**config.mk**
```make
export PLATFORM = sky130hd
export DESIGN_NAME = skvm_group
export DESIGN_NICKNAME = d
export VERILOG_FILES = /design/src/design/skvm_pkg.sv /design/src/design/skvm_group.sv
export SDC_FILE = /design/constraint.sdc
export NUM_CORES = 1
export LEC_CHECK = 0
export ABC_AREA = 1
export BUFFER_PORTS_ARGS = -buffer_cell sky130_fd_sc_hd__clkbuf_2
export CAP_MARGIN = 20
export CORE_AREA = 2 2 424 426
export CTS_CLUSTER_DIAMETER = 60
export DETAILED_ROUTE_END_ITERATION = 12
export DIE_AREA = 0 0 426 428
export GPL_TIMING_DRIVEN = 0
export HOLD_SLACK_MARGIN = 0.08
export PLACE_DENSITY = 0.3
export REMOVE_ABC_BUFFERS = 1
export SYNTH_ARGS = -nofsm -noshare
export SYNTH_HDL_FRONTEND = slang
export SYNTH_SLANG_ARGS = --single-unit
export TNS_END_PERCENT = 50
```
**constraint.sdc**
```tcl
create_clock -name clock -period 1.3 [get_ports clock]
set_clock_uncertainty 0.15 [all_clocks]
set_input_delay 0.195 -clock clock [delete_from_list [all_inputs] [get_ports clock]]
set_output_delay 0.195 -clock clock [all_outputs]
set_load 0.005 [all_outputs]
```
**src/design/skvm_pkg.sv**
```systemverilog
// shared types and constants of the sorted key-value map
`default_nettype none

package skvm_pkg;

   // storage geometry
   localparam int CAPACITY   = 1024;
   localparam int KEY_W      = 32;
   localparam int CNT_W      = $clog2(CAPACITY + 1);
   localparam int GROUP_SIZE = 32;
   localparam int GROUPS     = CAPACITY / GROUP_SIZE;

   // operation codes of a request word
   localparam logic [1:0] KIND_INSERT = 2'd0;
   localparam logic [1:0] KIND_DELETE = 2'd1;
   localparam logic [1:0] KIND_FIND   = 2'd2;

   // status codes of a response word
   localparam logic [1:0] STATUS_OK      = 2'd0;
   localparam logic [1:0] STATUS_DUP     = 2'd1;
   localparam logic [1:0] STATUS_MISSING = 2'd2;
   localparam logic [1:0] STATUS_FULL    = 2'd3;

   localparam logic [KEY_W-1:0] NONE_VALUE = '1;

   typedef logic signed [KEY_W-1:0] word_type;

   // what the row of cells does to its stored entries
   typedef enum logic [1:0] {
      SHIFT_HOLD   = 2'd0,
      SHIFT_INSERT = 2'd1,
      SHIFT_DELETE = 2'd2
   } shift_type;

   // command broadcast to every cell
   typedef struct packed {
      logic      compare;
      shift_type shift;
      word_type  key;
      word_type  value;
   } cell_cmd_type;

endpackage

`default_nettype wire

```
**src/design/skvm_group.sv**
```systemverilog
// first level of the registered match tree: one group of cells
`default_nettype none

module skvm_group (
   input  logic                                              clock,
   input  logic [skvm_pkg::GROUP_SIZE-1:0]                   eq,
   input  logic [skvm_pkg::GROUP_SIZE-1:0][skvm_pkg::KEY_W-1:0] values,
   output logic                                              hit_ff,
   output logic [skvm_pkg::KEY_W-1:0]                        value_ff
);
   import skvm_pkg::*;

   logic             hit_in;
   logic [KEY_W-1:0] value_in;

   // keys are unique, so at most one cell matches and a plain or selects it
   always_comb begin
      hit_in   = 1'b0;
      value_in = '0;
      for (int i = 0; i < GROUP_SIZE; i++) begin
         hit_in   = hit_in | eq[i];
         value_in = value_in | (values[i] & {KEY_W{eq[i]}});
      end
   end

   always_ff @(posedge clock) begin
      hit_ff   <= hit_in;
      value_ff <= value_in;
   end

endmodule

`default_nettype wire
```
==> impl_metrics.csv <==
group,metric,value,unit
worst_hold_path,holdPathStages,7,
drt,detailroute.wirelength.met2,76100,µm
cells_and_area,drive_gt1_frac,0.421,
status,status,"complete, but fails checks",
synth,yosys.area_share.simple,0.795,
drt,vias_per_cell,3.21,
die,start_util,0.0556,
synth,yosysMostFrequentCell,"nand2_1",
cells_and_area,area_delta_synth_final,108,%
critical_path,crit_path_end_kind,"register",
drt,top_layer,"met5",
die,core,0.178,mm²
drt,wl,152000,µm
placement,place.detailed.hpwl,124000,µm
placement,place_inst,5539,
synth,ys_types,11,
timing,final_max_slew_viol_count,0,
worst_hold_path,min-delay-path-class,"in2reg",
synth,async_reset_ff_frac,0,
synth,netlist.area_leader.share,0.620,
cells_and_area,fin_cells,5706,
drt,met1Wirelength,61500,µm
cts,cts_buffers,5,
synth,synthFlopType,"dfxtp_1",
timing,fin_tns_setup,-0.0344,ns
synth,synth_top_cells_by_area,"nand2_1 (62%), nor2_1 (12%), buf_6 (12%)",
die,ios,1090,
pwr,powerDensity,448,mW/mm²
die,die-area,0.182,mm²
critical_path,arrival,1.37,ns
global_routing,antenna_found_initial,80,
synth,synth_cells,2200,
timing,fin_crit,1.32,ns
status,violations,"negative setup slack",
synth,synth-edff-count,0,
drt,drc,0,
synth,synth_compound_area_frac,0,
timing,holdWs,0.105,ns
critical_path,path_class,"in2reg",
global_routing,grt_use_total,0.149,
placement,post_dp_cell_area,0.0174,mm²
cts,cts_tree,"yes",
timing,setup_viol,3,
pwr,total_power,9.19,mW
die,die_x,426,µm
synth,ys_seq_elements,33,
synth,post_synth_most_frequent_cells,"nand2_1 (1631), nor2_1 (328), buf_6 (109)",
cells_and_area,final_util,0.115,
pwr,p_leak,11.4,nW
drt,wl_per_cell,26.7,µm
synth,ys_seq_area_frac,0.0669,
placement,gp_congestion,0.951,
timing,relSlewSlack,0.617,
synth,synthAdderAreaFrac,0,
timing,max_freq,760,MHz
drt,routed-via-count,18300,
placement,post-place-ws,-1.35,ns
critical_path,critPathMaxFanout,33,
cells_and_area,layout.nets,4385,
placement,port_buffers,1089,
critical_path,required,1.36,ns
synth,synth_xor_xnor_area_share,0,
job,maxCapViolCount,0,
timing,rsz0062_at_grt,"yes",
global_routing,grt_pass1_vias,17600,
critical_path,worstSetupStartpointType,"primary input",
global_routing,grt_overflow,0,
worst_hold_path,worstHoldStart,"values[82]",
cts,ctsHtreeMaxLevel,2,
cts,clock_path_buffers,2,
synth,yosysWarnings,0,
synth,synth_area_leader_cell,"nand2_1",
drt,drt_pre_antenna_iters,6,
drt,wl_met3,11300,µm
drt,dr.first_iter.drc_count,1377,
global_routing,grt_max_degree,34,
synth,synthMuxAreaShare,0,
cells_and_area,final_cell_area,0.0205,mm²
cts,clkSlewWorstSetupHoldPaths,0.09,ns
timing,tightest_slew,0.574,ns
global_routing,grt_pass1_wl,176000,µm
die,die_y,428,µm
timing,layout_worst_path_cycle_share,1.01,
die,std_cell_rows,155,
synth,synth_area,0.00987,mm²
worst_hold_path,hold_path_end,"value_ff[18]$_DFF_P_",
timing,finalHoldViolCount,0,
synth,synth_top_family_by_area,"simple AND/OR/NAND/NOR gates",
cts,clockRootBuffer,"clkbuf_16",
timing,setup_ws,-0.0160,ns
synth,avgSynthCellArea,4.49,µm²
cts,clock-sinks,33,
pwr,vdd_drop_max,0.469,mV
drt,ant_nets,0,
==> flip-flops by register name, indices dropped and copies added, names as in the netlist <==
| register | count |
|---|---|
| hit_ff | 1 |
| value_ff | 32 |
==> kinds of logic after synthesis <==
| kind of cell | Yosys count |
|---|---|
| buffers and inverters | 128 |
| DFF | 33 |
| and+or+nand+nor | 2039 |
==> how the worst max path moves through the flow <==
stage | from | endpoint | slack [ns] | cells after the start
after floorplan | values[394] | value_ff[10]$_DFF_P_ | 0.48 | 6
after global placement | eq[21] | value_ff[11]$_DFF_P_ | -2.17 | 7
after detailed placement | eq[28] | value_ff[27]$_DFF_P_ | -1.35 | 7
after CTS | eq[15] | value_ff[27]$_DFF_P_ | -0.07 | 8
after global routing | values[288] | value_ff[0]$_DFF_P_ | -0.03 | 8
final | eq[20] | value_ff[24]$_DFF_P_ | -0.02 | 7
==> critical path, cell delays in order <==
cell,delay (ns)
clkbuf_16,0.18
nand2_1,0.18
nand2_1,0.19
nor2_1,0.13
nand2_1,0.07
nor2_2,0.27
nand2_1,0.08
==> timing repair <==
item / 4_1_cts / 5_1_grt
setup buffers: 2 / 25
setup endpoints to repair: 35 / 31
endpoints found under the hold margin: 18 / 0
hold buffers: 99 / 0
resized for setup: 207 / 144
pin swaps: 15 / 66
cloned: 3 / 13
==> cells in the final DEF, fill, tap and decap left out, drive strengths merged <==
cell and instances:
bufbuf 1, clkinvlp 1, diode 23, dlymetal6s4s 16, dlygate4sd3 83, buf 67, dfxtp 33, nor2 338
nand2 1697, nand4 4, clkbuf 1088
==> power breakdown <==
part           leakage (nW)  switching [mW]  internal, mW
combinational          11.1            4.01          2.67
clock                0.0691           0.732         0.761
sequential            0.267       0.0000561          1.01
total                  11.4            4.75          4.44
==> cell type report <==
type / instances / area, µm²
flip-flops and latches: 33 / 661
diodes: 23 / 57.6
well taps: 2355 / 2950
repair buffers: 1249 / 8090
clock buffers: 6 / 139
fillers: 21400 / 157000
multi-input cells: 2039 / 8600
clock inverters: 1 / 7.51
==> layer usage <==
metal  global-route usage  up-vias
met2                0.260      982
met1                0.187     8368
met5                    0        -
li1                     -     8778
met3               0.0300      150
met4               0.0342       26
Power figures use the tool's default switching activity.
