==> src/design/skvm_pkg.sv <==
// shared types and constants of the sorted key-value map
`default_nettype none

package skvm_pkg;

   // storage geometry
   localparam int CAPACITY   = 1024;
   localparam int KEY_W      = 32;
   localparam int CNT_W      = $clog2(CAPACITY + 1);
   localparam int GROUP_SIZE = 32;
   localparam int GROUPS     = CAPACITY / GROUP_SIZE;

   // operation codes of a request word
   localparam logic [1:0] KIND_INSERT = 2'd0;
   localparam logic [1:0] KIND_DELETE = 2'd1;
   localparam logic [1:0] KIND_FIND   = 2'd2;

   // status codes of a response word
   localparam logic [1:0] STATUS_OK      = 2'd0;
   localparam logic [1:0] STATUS_DUP     = 2'd1;
   localparam logic [1:0] STATUS_MISSING = 2'd2;
   localparam logic [1:0] STATUS_FULL    = 2'd3;

   localparam logic [KEY_W-1:0] NONE_VALUE = '1;

   typedef logic signed [KEY_W-1:0] word_type;

   // what the row of cells does to its stored entries
   typedef enum logic [1:0] {
      SHIFT_HOLD   = 2'd0,
      SHIFT_INSERT = 2'd1,
      SHIFT_DELETE = 2'd2
   } shift_type;

   // command broadcast to every cell
   typedef struct packed {
      logic      compare;
      shift_type shift;
      word_type  key;
      word_type  value;
   } cell_cmd_type;

endpackage

`default_nettype wire

==> src/design/skvm_cell.sv <==
// one storage cell of the sorted row: key, value, compare flags, neighbor shift
`default_nettype none

module skvm_cell (
   input  logic                  clock,
   input  skvm_pkg::cell_cmd_type cmd,
   input  logic                  cell_valid,
   input  logic                  prev_lt,
   input  skvm_pkg::word_type    prev_key,
   input  skvm_pkg::word_type    prev_value,
   input  skvm_pkg::word_type    next_key,
   input  skvm_pkg::word_type    next_value,
   output skvm_pkg::word_type    key_ff,
   output skvm_pkg::word_type    value_ff,
   output logic                  lt_ff,
   output logic                  eq_ff
);
   import skvm_pkg::*;

   word_type key_in;
   word_type value_in;
   logic     lt_in;
   logic     eq_in;

   // compare against the broadcast key, then shift with the neighbors
   always_comb begin
      key_in   = key_ff;
      value_in = value_ff;
      lt_in    = lt_ff;
      eq_in    = eq_ff;
      if (cmd.compare) begin
         lt_in = cell_valid && (key_ff < cmd.key);
         eq_in = cell_valid && (key_ff == cmd.key);
      end
      case (cmd.shift)
         SHIFT_INSERT: begin
            // cells above the new key move up one place
            if (!lt_ff) begin
               if (prev_lt) begin
                  key_in   = cmd.key;
                  value_in = cmd.value;
               end else begin
                  key_in   = prev_key;
                  value_in = prev_value;
               end
            end
         end
         SHIFT_DELETE: begin
            // matched cell and those above it close the gap
            if (!lt_ff) begin
               key_in   = next_key;
               value_in = next_value;
            end
         end
         default: ;
      endcase
   end

   always_ff @(posedge clock) begin
      key_ff   <= key_in;
      value_ff <= value_in;
      lt_ff    <= lt_in;
      eq_ff    <= eq_in;
   end

endmodule

`default_nettype wire

==> config.mk <==
export PLATFORM = sky130hd
export DESIGN_NAME = skvm_cell
export DESIGN_NICKNAME = d
export VERILOG_FILES = /design/src/design/skvm_pkg.sv /design/src/design/skvm_cell.sv
export SDC_FILE = /design/constraint.sdc
export NUM_CORES = 1
export LEC_CHECK = 0
export BUFFER_PORTS_ARGS = -buffer_cell sky130_fd_sc_hd__buf_2
export CORE_AREA = 2 2 103 105
export CTS_CLUSTER_DIAMETER = 50
export DETAILED_ROUTE_END_ITERATION = 7
export DIE_AREA = 0 0 105 107
export HOLD_SLACK_MARGIN = 0.08
export PLACE_DENSITY_LB_ADDON = 0.3
export SLEW_MARGIN = 25
export SYNTH_ARGS = -nofsm -noshare
export SYNTH_HDL_FRONTEND = slang
export SYNTH_SLANG_ARGS = --single-unit
==> constraint.sdc <==
create_clock -name clock -period 10.3 [get_ports clock]
set_clock_uncertainty 0.05 [all_clocks]
set_input_delay 1.545 -clock clock [delete_from_list [all_inputs] [get_ports clock]]
set_output_delay 1.545 -clock clock [all_outputs]
set_load 0.01 [all_outputs]
==> reports/metrics.cfg <==
[floorplanning]
core_sq_um = 10090
die-area_sq_um = 11240
die_w_microns = 105
rows = 37
start_util = 0.4109
fp.dieH_microns = 107
pin_count = 264

[sta]
final.period_utilization = 0.3012
relSlewSlack = 0.2903
min_period_ns = 3.102
slew_viol_final = 0
clock.fmax_ghz = 0.3224
worst_slack_ns = 7.198
finalSetupViolCount = 0
grt_setup_unrepaired = no
finalSetupTns_ns = 0
whs_ns = 0.8016
finalHoldViolations = 0
tightestPinTransition_ns = 1.065

[hold_path]
hold_class = reg2reg
hold_path_depth = 3
min_to = eq_ff
min-delay-start = key_ff[1]

[global_route]
grt_max_degree = 129
grt_antenna_before_repair = 1
grt_usage = 0.1976
overflow = 0
grt_first_pass_wirelength_mm = 17.25
grt_pass1_vias = 3789

[clocking]
cts_tree = built
cts_sinks = 66
h-tree-depth = 3
postCtsSetupBuffers = 0
clkSlewWorstSetupHoldPaths_ns = 0.07
cts_hold_buf = 0
numCtsBuffers = 9
cts_buffer_depth = 2
clk_latency_ns = 0.34
cts_root_buffer = clkbuf_8
ctsResizeCount = 0

[finish]
nNetsFinal = 885
n_antenna_cell = 0
mostFrequentLayoutCells = 262 x buf_2, 72 x nand2_1, 66 x edfxtp_1
multiInputGateArea_sq_um = 1957
layout_commonest_cell = buf_2
drive_gt1_frac = 0.4303
areaGrowthSynthToFinish_pct = 38.14
regArea_sq_um = 1982
fillers = 928

[run_status]
status = completed

[detailed_routing]
avgViaCountPerCell = 4.817
drt_drc_violations_left = 0
drt_iter0_markers = 162
wl_per_cell_microns = 14.15
ant_nets = 0
drtPass1Iterations = 6
postRouteWirelength_mm = 11.26
vias = 3834

[run]
max_cap_viol_count = 0

[worst_setup_path]
rr_endpoint = key_ff[12]
crit_path_top_delay_cell = nor2_4
r2r_cells = 2
rrSetupSlack_ns = 8.15
crit_type = in2reg
worst_path_largest_cell_delay_ns = 0.68
r2r-start = lt_ff
startpoint_type = input pin
crit_required_ns = 10.25
startpoint = cmd[64]
critical_path.max_fanout = 33
cp_cell_sequence = buf_2, xnor2_1, nor2_4, buf_4
arrival_ns = 3.05
end_kind = flip-flop

[logic_synthesis]
yosys_warnings = 0
synth.distinct_cells = 28
synth_area_sq_um = 4146
synth-seq-area-share = 0.4780
syn_nets = 630
ys_ff_latch = 66
avgSynthCellArea_sq_um = 10.37
syn_inst = 400

[pwr]
p_int_mw = 0.4965
swShare = 0.2865
pwr-share-comb = 0.252
seqPwrFrac = 0.488
switchingPower_mw = 0.1994
p_leak_nw = 2.848
clockPowerShare = 0.260
power_density_nw_per_um2 = 121.5
ir_worst_vdd_uv = 60.00

[placed_design]
portBuffers = 263
place.gp.congestion = 0.8360
pre_cts_slack_ns = 6.782
dp_hpwl_mm = 8.946

==> how the worst max path moves through the flow <==
stage / to / slack [ns] / cells past startpoint
after floorplan: key_ff[0] / 5.42 / 2
after global placement: key_ff[12] / 6.84 / 4
after detailed placement: key_ff[7] / 6.78 / 4
after CTS: value_ff[15] / 7.16 / 4
after global routing: key_ff[10] / 7.08 / 4
final: key_ff[12] / 7.20 / 4
==> layout make-up <==
cell class | instances | area share
clock buffers | 12 | 0.02359
clock inverters | 4 | 0.003277
inverters | 34 | 0.02228
multi-input cells | 279 | 0.3416
flip-flops and latches | 66 | 0.3460
well taps | 136 | 0.02971
repair buffers | 265 | 0.2335
==> power by group through the flow <==
stage | registers (mW) | clock network [mW] | logic [mW]
6_report | 0.339 | 0.181 | 0.176
3_3_place_gp | 0.344 | 0 | 0.172
3_5_place_dp | 0.346 | 0 | 0.177
5_1_grt | 0.342 | 0.202 | 0.195
4_1_cts | 0.340 | 0.188 | 0.178
2_1_floorplan | 0.359 | 0 | 0.0808
==> worst max-delay path, delay by kind of cell <==
kind / cells / cell delay (ns)
buf+inv: 2 / 0.65
simple gates: 1 / 0.68
xor+xnor: 1 / 0.16
==> cell families after synthesis <==
logic type,after synthesis,share of synthesized area
AO/OA/AOI/OAI,91,0.1201
XOR/XNOR,1,0.002113
adder cells (fa/ha/maj),32,0.09656
buffers and inverters,55,0.05371
flip-flops,66,0.4780
multiplexers,65,0.1569
AND/OR/NAND/NOR,90,0.09264
==> registers in the layout, indices dropped and copies added (netlist names) <==
register	cells
key_ff	32
value_ff	32
eq_ff	1
lt_ff	1
==> cells in the mapped netlist, drive strengths merged <==
master | count | area (sq um)
o21a | 2 | 15.01
buf | 12 | 61.31
a21oi | 16 | 87.59
a22oi | 1 | 7.510
edfxtp | 66 | 1982
nand3 | 3 | 15.01
nand4 | 6 | 43.79
o21ai | 69 | 345.3
ha | 32 | 400.4
nand3b | 1 | 7.510
nor3 | 1 | 5.000
nor2b | 1 | 6.260
clkbuf | 9 | 33.78
nor4 | 2 | 18.77
inv | 34 | 127.6
mux2i | 65 | 650.6
a21o | 2 | 15.01
xnor2 | 1 | 8.760
nand2b | 1 | 6.260
nor2 | 3 | 11.26
a2111oi | 1 | 27.53
nand2 | 72 | 270.3
==> metal layers <==
layer / up-vias / GRT usage / part of all wire
met1: 1698 / 0.2171 / 0.39
met3: 24 / 0.04742 / 0.061
met2: 165 / 0.3609 / 0.52
li1: 1945 / - / -
met4: 2 / 0.08952 / 0.027
met5: - / 0 / 0.0012
==> through the flow <==
step,instances,cell area [sq um],power [mW],utilization
3_3_place_gp,780,5570,0.5163,0.5519
2_1_floorplan,400,4146,0.4397,-
6_report,796,5728,0.6958,0.5676
3_5_place_dp,780,5570,0.5229,0.5519
4_1_cts,796,5724,0.7057,0.5672
5_1_grt,796,5728,0.7392,0.5676
(Power assumes the default switching activity.)
